<file path="src/hdl/ir_pulse_distance_decoder_assert.svh">
// ----------------------------------------------------------------------------
// ir_pulse_distance_decoder assertion macros
// concurrent checks that compile away when ASSERT_OFF is set
// ----------------------------------------------------------------------------
`ifndef IR_PULSE_DISTANCE_DECODER_ASSERT_SVH
`define IR_PULSE_DISTANCE_DECODER_ASSERT_SVH

`ifndef ASSERT_OFF
// same-cycle implication
`define IPD_ASSERT_NOW(lbl, clk, rstn, ante, cons) \
	lbl: assert property (@(posedge clk) disable iff (!rstn) (ante) |-> (cons)) \
		else $error("ipd check failed");
// next-cycle implication
`define IPD_ASSERT_NEXT(lbl, clk, rstn, ante, cons) \
	lbl: assert property (@(posedge clk) disable iff (!rstn) (ante) |=> (cons)) \
		else $error("ipd check failed");
`else
`define IPD_ASSERT_NOW(lbl, clk, rstn, ante, cons)
`define IPD_ASSERT_NEXT(lbl, clk, rstn, ante, cons)
`endif

`endif

</file>
<file path="src/hdl/ipd_pkg.sv">
// ----------------------------------------------------------------------------
// ipd_pkg
// types and constants shared by the pulse-distance decoder
// ----------------------------------------------------------------------------
`default_nettype none

package ipd_pkg;

	localparam int CAP_W  = 16;
	localparam int CODE_W = 16;
	localparam int CNT_W  = 6;
	localparam int CIDX_W = 2;

	localparam logic [CNT_W-1:0] CNT_MAX = 6'd63;

	localparam logic [CAP_W-1:0] MIN_GAP_RST = 16'd500;
	localparam logic [CAP_W-1:0] MAX_GAP_RST = 16'd2500;
	localparam logic [CAP_W-1:0] ONE_THR_RST = 16'd1500;

	typedef enum logic [CIDX_W-1:0] {
		CFG_MIN_GAP = 2'd0,
		CFG_MAX_GAP = 2'd1,
		CFG_ONE_THR = 2'd2
	} cfg_idx_t;

	typedef struct packed {
		logic [CAP_W-1:0] min_gap;
		logic [CAP_W-1:0] max_gap;
		logic [CAP_W-1:0] one_threshold;
	} cfg_t;

	typedef struct packed {
		logic in_range;
		logic bit_one;
	} gap_class_t;

endpackage

`default_nettype wire

</file>
<file path="src/hdl/ipd_if.sv">
// ----------------------------------------------------------------------------
// ipd_if
// valid/ready channels for capture timestamps and decoder results
// ----------------------------------------------------------------------------
`default_nettype none

interface ipd_capture_if
	import ipd_pkg::*;
	();
	logic             valid;
	logic             ready;
	logic [CAP_W-1:0] capture_value;

	modport source(output valid, output capture_value, input ready);
	modport sink(input valid, input capture_value, output ready);
endinterface

interface ipd_result_if
	import ipd_pkg::*;
	();
	logic              valid;
	logic              ready;
	logic              frame_done;
	logic [CODE_W-1:0] last_code;
	logic [CNT_W-1:0]  bits_seen;

	modport source(output valid, output frame_done, output last_code, output bits_seen,
		input ready);
	modport sink(input valid, input frame_done, input last_code, input bits_seen,
		output ready);
endinterface

`default_nettype wire

</file>
<file path="src/hdl/ipd_gap_classify.sv">
// ----------------------------------------------------------------------------
// ipd_gap_classify
// gap between two timestamps of a down-counter, range check and bit decision
// ----------------------------------------------------------------------------
`default_nettype none

module ipd_gap_classify
	import ipd_pkg::*;
(
	input  wire logic [CAP_W-1:0] prev_capture,
	input  wire logic [CAP_W-1:0] capture_value,
	input  wire cfg_t             cfg,
	output gap_class_t            cls
);

	logic [CAP_W-1:0] gap;

	// down-counter, so earlier minus later; one timer wrap falls out of the modulo
	assign gap = prev_capture - capture_value;

	always_comb begin
		cls.in_range = (gap >= cfg.min_gap) && (gap <= cfg.max_gap);
		cls.bit_one  = gap > cfg.one_threshold;
	end

endmodule

`default_nettype wire

</file>
<file path="src/hdl/ipd_frame.sv">
// ----------------------------------------------------------------------------
// ipd_frame
// frame state (last timestamp, shift register, bit counter, code) and result
// register
// ----------------------------------------------------------------------------
`default_nettype none

module ipd_frame
	import ipd_pkg::*;
#(
	parameter int FRAME_BITS = 32
) (
	input  wire logic             clk,
	input  wire logic             arst_n,
	input  wire logic             valid_s1,
	input  wire logic [CAP_W-1:0] capture_s1,
	input  wire gap_class_t       cls,
	output logic [CAP_W-1:0]      prev_capture,
	output logic                  take,
	ipd_result_if.source          result
);

	logic [CAP_W-1:0]  prev_q;
	// only the low half of the 32-bit frame is ever latched, so only that is kept
	logic [CODE_W-1:0] shift_q;
	logic [CNT_W-1:0]  cnt_q;
	logic [CODE_W-1:0] code_q;
	logic              valid_q;
	logic              done_q;

	logic [CODE_W-1:0] shift_nxt;
	logic [CNT_W-1:0]  cnt_inc;

	assign take      = valid_s1 && (!valid_q || result.ready);
	assign shift_nxt = {shift_q[CODE_W-2:0], cls.bit_one};
	assign cnt_inc   = cnt_q + 1'b1;

	always_ff @(posedge clk or negedge arst_n) begin
		if (!arst_n) begin
			prev_q  <= '0;
			shift_q <= '0;
			cnt_q   <= '0;
			code_q  <= '0;
			valid_q <= 1'b0;
			done_q  <= 1'b0;
		end else begin
			if (take) begin
				valid_q <= 1'b1;
				done_q  <= 1'b0;
				prev_q  <= capture_s1;
				if (!cls.in_range) begin
					cnt_q <= '0;
				end else begin
					shift_q <= shift_nxt;
					// counter holds at its top value
					if (cnt_q != CNT_MAX) begin
						cnt_q <= cnt_inc;
						if (cnt_inc == CNT_W'(FRAME_BITS)) begin
							code_q <= shift_nxt;
							done_q <= 1'b1;
						end
					end
				end
			end else if (result.ready) begin
				valid_q <= 1'b0;
			end
		end
	end

	assign prev_capture      = prev_q;
	assign result.valid      = valid_q;
	assign result.frame_done = done_q;
	assign result.last_code  = code_q;
	assign result.bits_seen  = cnt_q;

endmodule

`default_nettype wire

</file>
<file path="src/hdl/ir_pulse_distance_decoder.sv">
// ----------------------------------------------------------------------------
// ir_pulse_distance_decoder
// Pulse-distance infrared decoder: takes one down-counter timestamp per
// falling edge of the receiver and returns one result per timestamp: the
// frame-complete flag, the latched 16-bit code and the saturating bit count.
// A timestamp enters an input register; its result is written to the result
// register when that register is empty or read, so one timestamp can be taken
// every cycle while results are read; the rate is set by the combinational
// update of gap, range check and bit counter against the stored frame state.
// Configuration writes (index 0 min gap, 1 max gap, 2 one threshold) are expected
// while no timestamp is in flight; other indexes are ignored.
// ----------------------------------------------------------------------------
`default_nettype none

`include "ir_pulse_distance_decoder_assert.svh"

module ir_pulse_distance_decoder
	import ipd_pkg::*;
#(
	parameter int FRAME_BITS = 32
) (
	input  wire logic              clk,
	input  wire logic              arst_n,
	input  wire logic              cfg_we,
	input  wire logic [CIDX_W-1:0] cfg_index,
	input  wire logic [CAP_W-1:0]  cfg_data,
	ipd_capture_if.sink            capture,
	ipd_result_if.source           result
);

	cfg_t             cfg_q;
	logic             valid_s1;
	logic [CAP_W-1:0] capture_s1;
	logic [CAP_W-1:0] prev_capture;
	logic             take;
	gap_class_t       cls;

	always_ff @(posedge clk or negedge arst_n) begin
		if (!arst_n) begin
			cfg_q.min_gap       <= MIN_GAP_RST;
			cfg_q.max_gap       <= MAX_GAP_RST;
			cfg_q.one_threshold <= ONE_THR_RST;
		end else if (cfg_we) begin
			unique case (cfg_idx_t'(cfg_index))
				CFG_MIN_GAP: cfg_q.min_gap       <= cfg_data;
				CFG_MAX_GAP: cfg_q.max_gap       <= cfg_data;
				CFG_ONE_THR: cfg_q.one_threshold <= cfg_data;
				default: begin
				end
			endcase
		end
	end

	// input register
	assign capture.ready = !valid_s1 || take;

	always_ff @(posedge clk or negedge arst_n) begin
		if (!arst_n) begin
			valid_s1 <= 1'b0;
		end else if (capture.ready) begin
			valid_s1 <= capture.valid;
		end
	end

	always_ff @(posedge clk) begin
		if (capture.valid && capture.ready) begin
			capture_s1 <= capture.capture_value;
		end
	end

	ipd_gap_classify u_classify (
		.prev_capture  (prev_capture),
		.capture_value (capture_s1),
		.cfg           (cfg_q),
		.cls           (cls)
	);

	ipd_frame #(
		.FRAME_BITS (FRAME_BITS)
	) u_frame (
		.clk          (clk),
		.arst_n       (arst_n),
		.valid_s1     (valid_s1),
		.capture_s1   (capture_s1),
		.cls          (cls),
		.prev_capture (prev_capture),
		.take         (take),
		.result       (result)
	);

	`IPD_ASSERT_NOW(a_done_at_frame_len, clk, arst_n, result.valid && result.frame_done, result.bits_seen == CNT_W'(FRAME_BITS))
	`IPD_ASSERT_NEXT(a_accept_fills_s1, clk, arst_n, capture.valid && capture.ready, valid_s1)
	`IPD_ASSERT_NOW(a_stall_only_when_full, clk, arst_n, !capture.ready, valid_s1 && result.valid && !result.ready)
	`IPD_ASSERT_NEXT(a_count_moves_on_take, clk, arst_n, !take, $stable(result.bits_seen) && $stable(result.last_code))

endmodule

`default_nettype wire
</file>
<file path="src/flat_wrapper.sv">
// flat-port wrapper written by rule: the top's interface ports become plain ports
module ir_pulse_distance_decoder_flat import ipd_pkg::*;
#(
	parameter int FRAME_BITS = 32
)
  (clk, arst_n, cfg_we, cfg_index, cfg_data, capture_valid, capture_capture_value, capture_ready, result_valid, result_frame_done, result_last_code, result_bits_seen, result_ready);
  ipd_capture_if capture_i ();
  ipd_result_if result_i ();
  input  wire logic clk;
  input  wire logic arst_n;
  input  wire logic cfg_we;
  input  wire logic [CIDX_W-1:0] cfg_index;
  input  wire logic [CAP_W-1:0] cfg_data;
  input wire logic [$bits(capture_i.valid)-1:0] capture_valid;
  input wire logic [$bits(capture_i.capture_value)-1:0] capture_capture_value;
  output wire logic [$bits(capture_i.ready)-1:0] capture_ready;
  output wire logic [$bits(result_i.valid)-1:0] result_valid;
  output wire logic [$bits(result_i.frame_done)-1:0] result_frame_done;
  output wire logic [$bits(result_i.last_code)-1:0] result_last_code;
  output wire logic [$bits(result_i.bits_seen)-1:0] result_bits_seen;
  input wire logic [$bits(result_i.ready)-1:0] result_ready;
  assign capture_i.valid = capture_valid;
  assign capture_i.capture_value = capture_capture_value;
  assign capture_ready = capture_i.ready;
  assign result_valid = result_i.valid;
  assign result_frame_done = result_i.frame_done;
  assign result_last_code = result_i.last_code;
  assign result_bits_seen = result_i.bits_seen;
  assign result_i.ready = result_ready;
  ir_pulse_distance_decoder #(.FRAME_BITS(FRAME_BITS)) u_core (.clk(clk), .arst_n(arst_n), .cfg_we(cfg_we), .cfg_index(cfg_index), .cfg_data(cfg_data), .capture(capture_i), .result(result_i));
endmodule
</file>
<file path="config.mk">
export PLATFORM = sky130hd
export DESIGN_NAME = ir_pulse_distance_decoder_flat
export DESIGN_NICKNAME = d
export VERILOG_FILES = /design/src/hdl/ipd_pkg.sv /design/src/hdl/ipd_if.sv /design/src/hdl/ipd_gap_classify.sv /design/src/hdl/ipd_frame.sv /design/src/hdl/ir_pulse_distance_decoder.sv /design/src/flat_wrapper.sv
export VERILOG_INCLUDE_DIRS = /design/src /design/src/hdl
export SDC_FILE = /design/constraint.sdc
export NUM_CORES = 1
export LEC_CHECK = 0
export ABC_AREA = 1
export BUFFER_PORTS_ARGS = -buffer_cell sky130_fd_sc_hd__buf_2
export CORE_ASPECT_RATIO = 1.4
export CORE_MARGIN = 8
export CORE_UTILIZATION = 56
export CTS_BUF_LIST = sky130_fd_sc_hd__clkbuf_2
export DETAILED_ROUTE_END_ITERATION = 12
export GPL_TIMING_DRIVEN = 1
export PLACE_DENSITY = 0.88
export SYNTH_ARGS = -nofsm -noshare
export SYNTH_HDL_FRONTEND = slang
export SYNTH_SLANG_ARGS = --single-unit
</file>
<file path="constraint.sdc">
create_clock -name clk -period 3.42 [get_ports clk]
set_clock_uncertainty 0.15 [all_clocks]
set_input_delay 0.855 -clock clk [delete_from_list [all_inputs] [get_ports clk]]
set_output_delay 0.855 -clock clk [all_outputs]
set_load 0.01 [all_outputs]
</file>
==> results.md <==
* DRT antenna net count at 0
* Critical path class: flop to flop
* Wire length per cell at approximately 16 um
* Core ar. at 11340 sq um
* Largest net degree at the start of global routing at 58
* Util after Layout at 68.81%
* Dpl hpwl at about 11000 um
* Final nets at 963
* Clk pin slew, worst setup/hold paths at about 0.19 ns
* Combinational share of power at ~50%
* Die ar. at ~15000 sq um
* WL final at around 16000 um
* Register bit count reported by yosys at 120
* Ys flop type: dfrtp_1
* Die height at around 140 um
* Max Cap Violations at 0
* DRC at 0
* Synth-to-Final Area Change at 20.04%
* RSZ-0062 raised after global routing: true
* Later-pin clock latency in the skew report at just over 0.7 ns
* PortBufs at between 60 and 70
* DR vias at roughly 5400
* Routed vias/inst at approximately 5.3
* Fin cells at just over 1000
* Async set or reset register ratio after synthesis at 86.67%
* Max IR drop VDD at roughly 0.35 mV
* Power Density at approximately 740 nW/um^2
* CP Capture Type: flop
* Initial antenna violation count at 1
* Hold Path Class: primary input to flop
* Root buf cell: clkbuf_2
* Post-synth cell types at 39
* Total CTS buffers at 17
* Leak at roughly 4.1 nW
* Fill cell count at about 820
* Grt ovf at 0
* Switching part of the total at 41.65%
* Pint at around 0.0034 W
* Synth Net Count at ~870
* DRT Pass-1 Iters at 5
* Fin. max-slew vios at 0
* Fraction of layout cells with a size suffix above 1 at 23.88%
* Dpl cells at 966
* Min Tclk post-route at roughly 3.4 ns
* Starting Density at 57.33%
* Initial DRC Count at 269
* Tcrit/Tclk final at between 90% and 100%
* Sequential share of the synthesized area at a little under half
* Clock Sinks at 120
* Setup Viol. Count Final at 0
* CP startpoint kind: flop
* Number of synthesized flops with an enable pin at 16
* CTS H-tree lvls at 4
* First-pass GRT wire length at 24960 um
* Worst EP arrival at 3.87 ns
* Seq pwr share at 32.2%
* NetSw at 0.002417 W
* CTS tree: built
* Die X at 107.1 um
* GR Util All Layers at 20.56%
* Critical path required time at between 3 and 4 ns
* Cells after Synth at between 700 and 800
* Synth Warn # at 0
* Status: finished clean
* Clk network pwr share at 17.7%
* Vias in the first global route at approximately 5500
* F_max at a little under 300 MHz
* Relative slew slack at 31.81%
* Routability cong. at 0.8855
* Worst-margin pin slew at a little over 1 ns
* I/O Pins at 64
* Site Rows at between 40 and 50
* Max clock buf depth at 2
* Mapped Avg Cell Area at ~8.5 sq um
* Final hold vios at 0
* CP Max Fanout at 5
* Syn Std Cell Area at about 6500 sq um
## cells by family after synthesis
| group | share of synthesized area [%] |
|---|---|
| AO/OA/AOI/OAI | 9.760 |
| adder cells (fa/ha/maj) | 12.82 |
| buffers and inverters | 7.584 |
| flip-flops | 47.78 |
| XOR/XNOR | 2.425 |
| AND/OR/NAND/NOR | 19.63 |
## final cells by class
class	instances	area [sq um]	area share, %
timing repair inverter	2	20.02	0.2566
clock inverter	14	178.9	2.293
clock buffer	18	90.09	1.155
timing repair buffer	90	591.8	7.585
inverter	109	421.7	5.404
antenna	1	2.502	0.03207
sequential	120	3105	39.80
multi-input combinational	518	3212	41.16
tap	144	180.2	2.309
## power groups by stage
| stage | Sequential (W) | Clock, W | Combinational [W] |
|---|---|---|---|
| after detailed placement | 0.00187 | 0 | 0.00226 |
| after CTS | 0.00185 | 0.00103 | 0.00250 |
| after global routing | 0.00189 | 0.00110 | 0.00323 |
| after global placement | 0.00187 | 0 | 0.00215 |
| final | 0.00187 | 0.00103 | 0.00291 |
| after floorplan | 0.00184 | 0 | 0.00163 |
## metal layers
layer	wire length [um]	vias up	GRT usage (%)
met3	613	65	5.020
met4	801	0	10.78
li1	-	2618	-
met5	0	-	0
met2	8764	162	38.10
met1	5766	2565	20.53
## synthesized netlist by cell type, types with 2 or more instances
master    count  area (sq um)
inv_1       102         382.9
nand4_1       3         18.77
edfxtp_1     16         480.5
nand3_1      13         65.06
o21ai_0      74         370.4
dfrtp_1      86          2152
nand2_2       4         25.02
nor3_1        3         15.01
clkbuf_1     12         45.04
a21o_1        2         15.01
o21ai_1       5         25.02
dfstp_2      18         473.0
nand3_2       2         20.02
a21oi_1      36         180.2
nor2_1       27         101.4
xnor2_1       6         52.55
nand2_1     250         938.4
xor2_1       12         105.1
inv_2         6         22.52
ha_1         65         813.3
## cells in the final DEF (no fill, tap or decap), types with 4 or more instances in the layout
cell and count:
a21oi_2 13, ha_1 56, ha_2 4, dfrtp_1 86
clkinv_1 5, a21oi_1 22, inv_1 100, o21ai_0 70
nand3_1 13, nand2_2 14, ha_4 5, xor2_2 6
dfstp_2 18, bufinv_16 4, xnor2_1 6, nand2_1 239
clkbuf_2 18, inv_2 7, nor2_1 26, xor2_1 5
edfxtp_1 16, o21ai_1 5, buf_2 62, buf_4 21
## timing repair
action,CTS,global route
endpoints found under the hold margin,27,0
hold buffers,1,0
cloned,3,2
setup buffers,2,10
resized for setup,20,52
setup endpoints to repair,38,38
pin swaps,9,28
## registers in the layout, summed over array words and instances (netlist names)
register	count
u_core.cfg_q	48
u_core.capture_s1	16
u_core.u_frame.prev_capture	16
u_core.u_frame.result.last_code	16
u_core.u_frame.shift_q	15
u_core.u_frame.result.bits_seen	6
u_core.u_frame.result.frame_done	1
u_core.u_frame.result.valid	1
u_core.valid_s1	1
## per-stage QoR
step,setup TNS (ns),setup slack (ns),hold WS [ns],area (sq um),total power [W]
2_1_floorplan,0,0.09587,0.2919,6500,0.003466
3_3_place_gp,0,0.02784,0.3087,7032,0.004015
3_5_place_dp,-2.890,-0.1378,0.3105,7032,0.004132
4_1_cts,0,0.01412,0.1194,7460,0.005379
5_1_grt,-3.396,-0.1555,0.1180,7802,0.006215
6_report,0,0.02559,0.1520,7802,0.005803
## critical path, stage by stage, from the launching register on
cell,delay [ns]
dfrtp_1,0.44
ha_4,0.26
a21oi_2,0.14
nand2_2,0.09
a21oi_4,0.20
o21ai_4,0.10
nand3_1,0.12
nand2_2,0.10
xor2_4,0.29
ha_4,0.25
nand2_1,0.06
inv_1,0.04
o21bai_1,0.14
a21oi_1,0.09
nor2_1,0.19
nand2_4,0.09
nand3_4,0.15
buf_12,0.15
buf_12,0.11
inv_8,0.04
nand2_2,0.04
nand2_1,0.06
## worst paths after layout
| check | cells past startpoint | end | slack [ns] | start |
|---|---|---|---|---|
| max | 21 | u_core.u_frame.shift_q[14]$_DFFE_PN0P_ | 0.03 | u_core.u_frame.prev_capture[2]$_DFFE_PN0P_ |
| max reg2reg | 21 | u_core.u_frame.shift_q[14]$_DFFE_PN0P_ | 0.03 | u_core.u_frame.prev_capture[2]$_DFFE_PN0P_ |
| min | 1 | u_core.capture_s1[14]$_DFFE_PP_ | 0.15 | capture_capture_value[14] |
| min in group asynchronous | 2 | u_core.u_frame.result.bits_seen[3]$_DFFE_PN0P_ | 0.53 | arst_n |
| min reg2reg | 2 | u_core.u_frame.result.last_code[0]$_DFFE_PN0P_ | 0.35 | u_core.u_frame.result.last_code[0]$_DFFE_PN0P_ |
| max in group asynchronous | 3 | u_core.u_frame.prev_capture[9]$_DFFE_PN0P_ | 1.86 | arst_n |
Power figures use the tool's default switching activity.
